**src/hdl/scd_pkg.sv**
```systemverilog
// scd_pkg: shared types, scan code constants and key maps for the scan code decoder.
// No dependencies; used by scd_decode and scan_code_to_ascii_decoder_unit.
package scd_pkg;

    // state memory geometry: one live entry, address width of one bit
    localparam int ST_DEPTH = 2;
    localparam int ST_AW    = 1;
    localparam logic [ST_AW-1:0] ST_ENTRY = '0;

    localparam logic [7:0] CODE_CTRL   = 8'h1D;
    localparam logic [7:0] CODE_LSHIFT = 8'h2A;
    localparam logic [7:0] CODE_RSHIFT = 8'h36;
    localparam logic [7:0] CODE_ALT    = 8'h38;
    localparam logic [7:0] CODE_CAPS   = 8'h3A;
    localparam logic [7:0] RELEASE_BIT = 8'h80;
    localparam logic [7:0] REL_CTRL    = CODE_CTRL | RELEASE_BIT;
    localparam logic [7:0] REL_LSHIFT  = CODE_LSHIFT | RELEASE_BIT;
    localparam logic [7:0] REL_RSHIFT  = CODE_RSHIFT | RELEASE_BIT;
    localparam logic [7:0] REL_ALT     = CODE_ALT | RELEASE_BIT;
    localparam logic [7:0] TABLE_LEN   = 8'h57;

    localparam logic [7:0] CHAR_ESC    = 8'h1B;
    localparam logic [7:0] CHAR_BS     = 8'h08;
    localparam logic [7:0] CHAR_LF     = 8'h0A;
    localparam logic [7:0] CHAR_POUND  = 8'hA3;
    localparam logic [7:0] CASE_OFFSET = 8'h20;

    typedef struct packed {
        logic       shift;
        logic       control;
        logic       alt;
        logic       caps;
        logic [7:0] ch;
    } state_t;

    localparam int ST_W = $bits(state_t);

    localparam state_t STATE_RESET = '{shift: 1'b0, control: 1'b0, alt: 1'b0,
                                       caps: 1'b0, ch: 8'h00};

    function automatic logic [7:0] plain_char(input logic [6:0] code);
        logic [7:0] c;
        c = 8'h00;
        case (code)
            7'h01: c = CHAR_ESC;
            7'h02: c = "1";  7'h03: c = "2";  7'h04: c = "3";  7'h05: c = "4";
            7'h06: c = "5";  7'h07: c = "6";  7'h08: c = "7";  7'h09: c = "8";
            7'h0A: c = "9";  7'h0B: c = "0";  7'h0C: c = "-";  7'h0D: c = "=";
            7'h0E: c = CHAR_BS;  7'h0F: c = " ";
            7'h10: c = "q";  7'h11: c = "w";  7'h12: c = "e";  7'h13: c = "r";
            7'h14: c = "t";  7'h15: c = "y";  7'h16: c = "u";  7'h17: c = "i";
            7'h18: c = "o";  7'h19: c = "p";  7'h1A: c = "[";  7'h1B: c = "]";
            7'h1C: c = CHAR_LF;
            7'h1E: c = "a";  7'h1F: c = "s";  7'h20: c = "d";  7'h21: c = "f";
            7'h22: c = "g";  7'h23: c = "h";  7'h24: c = "j";  7'h25: c = "k";
            7'h26: c = "l";  7'h27: c = ";";  7'h28: c = 8'h27; 7'h2B: c = "#";
            7'h2C: c = "z";  7'h2D: c = "x";  7'h2E: c = "c";  7'h2F: c = "v";
            7'h30: c = "b";  7'h31: c = "n";  7'h32: c = "m";  7'h33: c = ",";
            7'h34: c = ".";  7'h35: c = "/";  7'h37: c = "*";  7'h39: c = " ";
            7'h47: c = "7";  7'h48: c = "8";  7'h49: c = "9";  7'h4A: c = "-";
            7'h4B: c = "4";  7'h4C: c = "5";  7'h4D: c = "6";  7'h4E: c = "+";
            7'h4F: c = "1";  7'h50: c = "2";  7'h51: c = "3";  7'h52: c = "0";
            7'h53: c = ".";  7'h56: c = 8'h5C;
            default: c = 8'h00;
        endcase
        return c;
    endfunction

    // shifted forms of digits and symbols, zero where there is none
    function automatic logic [7:0] shift_char(input logic [6:0] code);
        logic [7:0] c;
        c = 8'h00;
        case (code)
            7'h02: c = "!";  7'h03: c = 8'h22; 7'h04: c = CHAR_POUND;
            7'h05: c = "$";  7'h06: c = "%";  7'h07: c = "^";  7'h08: c = "&";
            7'h09: c = "*";  7'h0A: c = "(";  7'h0B: c = ")";  7'h0C: c = "_";
            7'h0D: c = "+";  7'h1A: c = "{";  7'h1B: c = "}";  7'h27: c = ":";
            7'h28: c = "|";  7'h2B: c = "~";  7'h33: c = "<";  7'h34: c = ">";
            7'h35: c = "?";
            default: c = 8'h00;
        endcase
        return c;
    endfunction

endpackage

```
**src/hdl/scd_ram.sv**
```systemverilog
// scd_ram: generic simple dual port RAM, one write port, one registered read port.
// No dependencies.
module scd_ram #(
    parameter int WIDTH = 8,
    parameter int DEPTH = 2
) (
    input  logic                     clk,
    input  logic                     wr_en,
    input  logic [$clog2(DEPTH)-1:0] wr_addr,
    input  logic [WIDTH-1:0]         wr_data,
    input  logic                     rd_en,
    input  logic [$clog2(DEPTH)-1:0] rd_addr,
    output logic [WIDTH-1:0]         rd_data
);

    logic [WIDTH-1:0] mem [DEPTH];

    always_ff @(posedge clk)
    begin
        if (wr_en)
        begin
            mem[wr_addr] <= wr_data;
        end
        // read during write returns the old contents
        if (rd_en)
        begin
            rd_data <= mem[rd_addr];
        end
    end

endmodule

```
**src/hdl/scd_decode.sv**
```systemverilog
// scd_decode: next state for one scan code, given the current flags and held character.
// Depends on scd_pkg.
module scd_decode (
    input  logic [7:0]          code,
    input  scd_pkg::state_t     cur,
    output scd_pkg::state_t     nxt
);

    logic [7:0] plain;
    logic [7:0] shifted;
    logic [7:0] key_char;
    logic       is_lower;

    always_comb
    begin
        plain    = scd_pkg::plain_char(code[6:0]);
        shifted  = scd_pkg::shift_char(code[6:0]);
        is_lower = (plain >= "a") && (plain <= "z");

        priority if (code >= scd_pkg::TABLE_LEN)
        begin
            key_char = 8'h00;
        end
        else if (is_lower)
        begin
            key_char = (cur.shift || cur.caps) ? plain - scd_pkg::CASE_OFFSET : plain;
        end
        else if (cur.shift && (shifted != 8'h00))
        begin
            key_char = shifted;
        end
        else
        begin
            key_char = plain;
        end
    end

    always_comb
    begin
        nxt = cur;
        priority if (code == scd_pkg::CODE_CTRL)
        begin
            nxt.control = 1'b1;
        end
        else if (code == scd_pkg::CODE_LSHIFT || code == scd_pkg::CODE_RSHIFT)
        begin
            nxt.shift = 1'b1;
        end
        else if (code == scd_pkg::CODE_ALT)
        begin
            nxt.alt = 1'b1;
        end
        else if (code == scd_pkg::CODE_CAPS)
        begin
            nxt.caps = !cur.caps;
        end
        else if (code == scd_pkg::REL_CTRL)
        begin
            nxt.control = 1'b0;
        end
        else if (code == scd_pkg::REL_LSHIFT || code == scd_pkg::REL_RSHIFT)
        begin
            nxt.shift = 1'b0;
        end
        else if (code == scd_pkg::REL_ALT)
        begin
            nxt.alt = 1'b0;
        end
        else
        begin
            nxt.ch = key_char;
        end
    end

endmodule

```
**src/hdl/scan_code_to_ascii_decoder_unit.sv**
```systemverilog
// scan_code_to_ascii_decoder_unit: top level of the set 1 scan code decoder.
// Depends on scd_pkg, scd_ram and scd_decode.
//
// Input channel: in_valid / in_ready with one raw set 1 scan code byte per item.
// Output channel: out_valid / out_ready, one result item per input item: the
// held character plus the shift, control, alt and caps lock flags.
// Each accepted item waits in the read stage (code_reg, with its state read from
// the RAM); as it leaves, its state is updated, written back and loaded into the
// output register. Throughput: one item per cycle while the receiver keeps up; the
// read of the state memory and the write back overlap, and an item whose read
// crosses the write of the item ahead of it takes the forwarded state.
// The state lives in a small RAM; a valid flag cleared at reset makes the
// entry read as all flags clear and character 0 until the first write.
// When the receiver stalls, the result stays in the output register, the
// item behind it waits in the read stage and in_ready drops; nothing is lost.
module scan_code_to_ascii_decoder_unit (
    input  logic       clk,
    input  logic       rst_n,
    input  logic       in_valid,
    output logic       in_ready,
    input  logic [7:0] scan_code,
    output logic       out_valid,
    input  logic       out_ready,
    output logic [7:0] character,
    output logic       shift_down,
    output logic       control_down,
    output logic       alt_down,
    output logic       caps_active
);

    logic                         in_fire;
    logic                         s1_adv;
    logic                         v1_reg;
    logic [7:0]                   code_reg;
    logic                         out_valid_reg;
    scd_pkg::state_t              out_state_reg;
    logic                         st_valid_reg;
    logic                         fwd_sel_reg;
    scd_pkg::state_t              fwd_reg;
    logic [scd_pkg::ST_W-1:0]     rd_data;
    scd_pkg::state_t              cur_state;
    scd_pkg::state_t              nxt_state;

    assign s1_adv   = v1_reg && (!out_valid_reg || out_ready);
    assign in_ready = !v1_reg || s1_adv;
    assign in_fire  = in_valid && in_ready;

    scd_ram #(
        .WIDTH (scd_pkg::ST_W),
        .DEPTH (scd_pkg::ST_DEPTH)
    ) u_state_ram (
        .clk     (clk),
        .wr_en   (s1_adv),
        .wr_addr (scd_pkg::ST_ENTRY),
        .wr_data (nxt_state),
        .rd_en   (in_fire),
        .rd_addr (scd_pkg::ST_ENTRY),
        .rd_data (rd_data)
    );

    // the read missed a write landing at the same edge: take the forwarded copy
    always_comb
    begin
        priority if (fwd_sel_reg)
        begin
            cur_state = fwd_reg;
        end
        else if (st_valid_reg)
        begin
            cur_state = scd_pkg::state_t'(rd_data);
        end
        else
        begin
            cur_state = scd_pkg::STATE_RESET;
        end
    end

    scd_decode u_decode (
        .code (code_reg),
        .cur  (cur_state),
        .nxt  (nxt_state)
    );

    always_ff @(posedge clk or negedge rst_n)
    begin
        if (!rst_n)
        begin
            v1_reg        <= 1'b0;
            out_valid_reg <= 1'b0;
            st_valid_reg  <= 1'b0;
            fwd_sel_reg   <= 1'b0;
        end
        else
        begin
            if (in_fire)
            begin
                v1_reg      <= 1'b1;
                fwd_sel_reg <= s1_adv;
            end
            else if (s1_adv)
            begin
                v1_reg <= 1'b0;
            end

            if (s1_adv)
            begin
                out_valid_reg <= 1'b1;
                st_valid_reg  <= 1'b1;
            end
            else if (out_ready)
            begin
                out_valid_reg <= 1'b0;
            end
        end
    end

    always_ff @(posedge clk)
    begin
        if (in_fire)
        begin
            code_reg <= scan_code;
        end
        if (s1_adv)
        begin
            fwd_reg       <= nxt_state;
            out_state_reg <= nxt_state;
        end
    end

    assign out_valid    = out_valid_reg;
    assign character    = out_state_reg.ch;
    assign shift_down   = out_state_reg.shift;
    assign control_down = out_state_reg.control;
    assign alt_down     = out_state_reg.alt;
    assign caps_active  = out_state_reg.caps;

`ifndef SYNTHESIS
    // a stalled item keeps its code in the read stage
    assert property (@(posedge clk) disable iff (!rst_n)
        v1_reg && !s1_adv |=> v1_reg && $stable(code_reg))
        else $error("read stage item lost while stalled");

    // a read overlapping a write back must select the forwarded state
    assert property (@(posedge clk) disable iff (!rst_n)
        in_fire && s1_adv |=> fwd_sel_reg)
        else $error("forwarding not selected after overlapping write");

    // no result can exist before the state entry has been written once
    assert property (@(posedge clk) disable iff (!rst_n)
        !st_valid_reg |-> !out_valid_reg && !fwd_sel_reg)
        else $error("result present without a written state entry");
`endif

endmodule

```
**config.mk**
```make
export PLATFORM = sky130hd
export DESIGN_NAME = scan_code_to_ascii_decoder_unit
export DESIGN_NICKNAME = d
export VERILOG_FILES = /design/src/hdl/scd_pkg.sv /design/src/hdl/scd_ram.sv /design/src/hdl/scd_decode.sv /design/src/hdl/scan_code_to_ascii_decoder_unit.sv
export SDC_FILE = /design/constraint.sdc
export NUM_CORES = 1
export LEC_CHECK = 0
export ABC_AREA = 1
export BUFFER_PORTS_ARGS = -buffer_cell sky130_fd_sc_hd__buf_4
export CORE_MARGIN = 5
export CORE_UTILIZATION = 55
export CTS_CLUSTER_SIZE = 12
export DETAILED_ROUTE_END_ITERATION = 10
export PLACE_DENSITY = 0.79
export SLEW_MARGIN = 20
export SYNTH_ARGS = -nofsm -noshare
export SYNTH_HDL_FRONTEND = slang
export SYNTH_SLANG_ARGS = --single-unit
```
**constraint.sdc**
```tcl
create_clock -name clk -period 2.4 [get_ports clk]
set_input_delay 0.24 -clock clk [delete_from_list [all_inputs] [get_ports clk]]
set_output_delay 0.24 -clock clk [all_outputs]
set_load 0.1 [all_outputs]
```
==> results.toml <==
[layout]
diodes = 0
fin_nets = 528
drive_gt1_share_pct = 16.80
final_cell_mix = "154 x nand2_1, 51 x inv_1, 47 x nand3_1, 33 x buf_4, 32 x edfxtp_1"
final_core_util_pct = 63.18
layout_commonest_cell = "nand2_1"
syn2layout_area_growth_pct = 12.49

[place]
place_ws_ns = 0.1638
dpl.hpwl_mm = 7.425
portBuffers = 25
gp_congestion = 0.9502

[setup_path]
max_stage_delay_ns = 0.73
r2r_cells = 8
regToRegStartpoint = "out_valid"
crit_slowest_cell = "o21ai_2"
cp_common_cell = "nand2_1"
worst-path-max-fanout = 23
crit_chain = "nand3_4 > nand2_4 > o21ai_2 > nor2_2 > nand2_1 > nand2_1 > a211oi_2 > nand2_1"
cp-startpoint = "out_valid"
critPathLaunchType = "flop"
critPathRequiredTime_ns = 2.58
crit_type = "flop to flop"
crit_family = "compound AO/OA/AOI/OAI gates"
arrival_ns = 2.42
critical_path_buf_inv_count = 0
cp-end-kind = "flop"
reg2reg_slack_ns = 0.16

[synth]
syn_inst = 477
synth_fp_nets = 500
netlist-cell-type-count = 45
synthMuxAreaShare_pct = 0
synth-async-reset-ratio_pct = 7.843
syn_area_sq_um = 3546
synth_fa_ha_area_share_pct = 3.881
seq_area_frac_synth_pct = 38.39
synth_enable_flop_cells = 32
synthFlopType = "edfxtp_1"
synth_compound_area_share_pct = 13.16
ys.warnings.count = 0
synth_xor_area_share_pct = 0.2470
synth_top_family_by_area = "simple AND/OR/NAND/NOR gates"
syn_area_per_cell_sq_um = 7.434
synth-simple-area-share_pct = 35.18
ys_seq_elements = 51

[timing]
drv_slew = 0
fin_ws_ns = 0.1636
setup_viol = 0
hold_violations = 0
whs_ns = 0.1167
final.setup_skew_ns = 0.008255
slew_headroom_pct = 36.84
worst_pin_slew_ns = 0.9474
rsz0062_at_grt = "yes"
fmax_mhz = 447.1
min_period_ns = 2.236
period_share_pct = 93.18

[grt]
grtUsageTotal_pct = 23.80
grt_pass1_wl_mm = 16.08
grt_overflow = 0
antenna_found_initial = 0
grt_max_degree = 24
grt_pass1_vias = 3217

[hold_path]
hp-class = "input port to flop"
whs_endpoint = "code_reg[7]"
hold_start = "scan_code[7]"
holdPathStages = 1

[detailed_routing]
remaining_drc_errors = 0
drt_iter0_markers = 200
vias_per_cell = 5.714
vias = 3331
wire_per_inst_um = 16.72
postRouteAntennaNets = 0
wl_mm = 9.747
drt_first_pass_iters = 7

[clock_network]
insertion_delay_ns = 0.30
clockBufferDepth = 2
cts_tree = "built"
numClockSinks = 51
root_buffer = "clkbuf_8"
h-tree-depth = 2
clkTransAtPathRegs_ns = 0.09
cts_buffers = 5

[status]
status = "completed"

[floorplanning]
die_area_sq_um = 8153
coreArea_sq_um = 6314
start_util_pct = 56.16
io_pins = 26
rows = 29
die_h_um = 90.30
die_w_um = 90.30

[power_and_ir_drop]
p_clk_share_pct = 20.3
combPwrFrac_pct = 40.3
swShare_pct = 41.27
total_power_mw = 2.944
irDropWorstVdd_mv = 0.4482
p_sw_mw = 1.215
p_int_mw = 1.729
leakagePower_nw = 1.884
seq_power_share_pct = 39.4
powerDensity_nw_per_um2 = 738.0

[flow_run]
maxCapViolations = 0
## worst max-delay path by stage
| stage | depth (start not counted) | end | slack [ns] |
|---|---|---|---|
| after floorplan | 17 | u_decode.plain[2] | -0.0001 |
| final | 8 | flop | 0.16 |
| after global placement | 17 | u_decode.plain[1] | 0.19 |
| after detailed placement | 17 | u_decode.plain[1] | 0.16 |
| after CTS | 15 | u_decode.plain[1] | 0.17 |
| after global routing | 8 | flop | -0.006 |
## Yosys cell counts (6+ instances only)
master / number / area (sq um)
nand2_1: 161 / 604.3
nand4_1: 10 / 62.56
nor3_1: 6 / 30.03
nand3_1: 48 / 240.2
o21ai_0: 24 / 120.1
a21oi_1: 14 / 70.07
nor2_1: 20 / 75.07
dfxtp_1: 15 / 300.3
a22o_1: 7 / 61.31
inv_1: 52 / 195.2
edfxtp_1: 32 / 960.9
nand2_2: 7 / 43.79
ha_1: 11 / 137.6
## final cells by class
| cell class | count | area, sq um |
|---|---|---|
| tap | 77 | 96.34 |
| inverter | 55 | 209.0 |
| clock inverter | 2 | 37.54 |
| fill | 591 | 2325 |
| clock buffer | 6 | 72.57 |
| timing repair buffer | 35 | 277.8 |
| sequential | 51 | 1365 |
| multi-input combinational | 357 | 1931 |
## metrics by stage
step,TNS [ns],area (sq um),instances
after detailed placement,0,3864,574
final,0,3989,583
after global routing,-0.01145,3989,583
after floorplan,-0.0001332,3615,477
after global placement,0,3864,574
after CTS,0,3984,583
## cell families (layout without fill, tap and decap cells)
kind of cell | after synthesis | count (layout)
flip-flops | 51 | 51
AO/OA/AOI/OAI | 72 | 72
adder cells (fa/ha/maj) | 11 | 11
buffers and inverters | 69 | 98
AND/OR/NAND/NOR | 273 | 273
XOR/XNOR | 1 | 1
## power by group through the flow
stage	Clock, mW	Combinational, mW	Sequential (mW)
floorplan	0	0.661	1.40
CTS	0.607	1.18	1.16
global route	0.647	1.29	1.18
finish	0.598	1.19	1.16
detailed placement	0	1.17	1.18
global placement	0	1.17	1.17
## what timing repair did
item	CTS	global route
resized for setup	0	1
setup buffers	0	0
hold endpoints to repair	4	0
setup endpoints to repair	0	2
hold buffers	1	0
## metal layers
metal  routed length [um]  track usage, %  up-vias
met4                  266           11.04        0
met2                 4815           39.57      138
met3                  628           2.417       22
met5                    0               0        -
met1                 4037           31.05     1522
li1                     -               -     1649
Note: power is estimated with default switching activity, not from simulation.
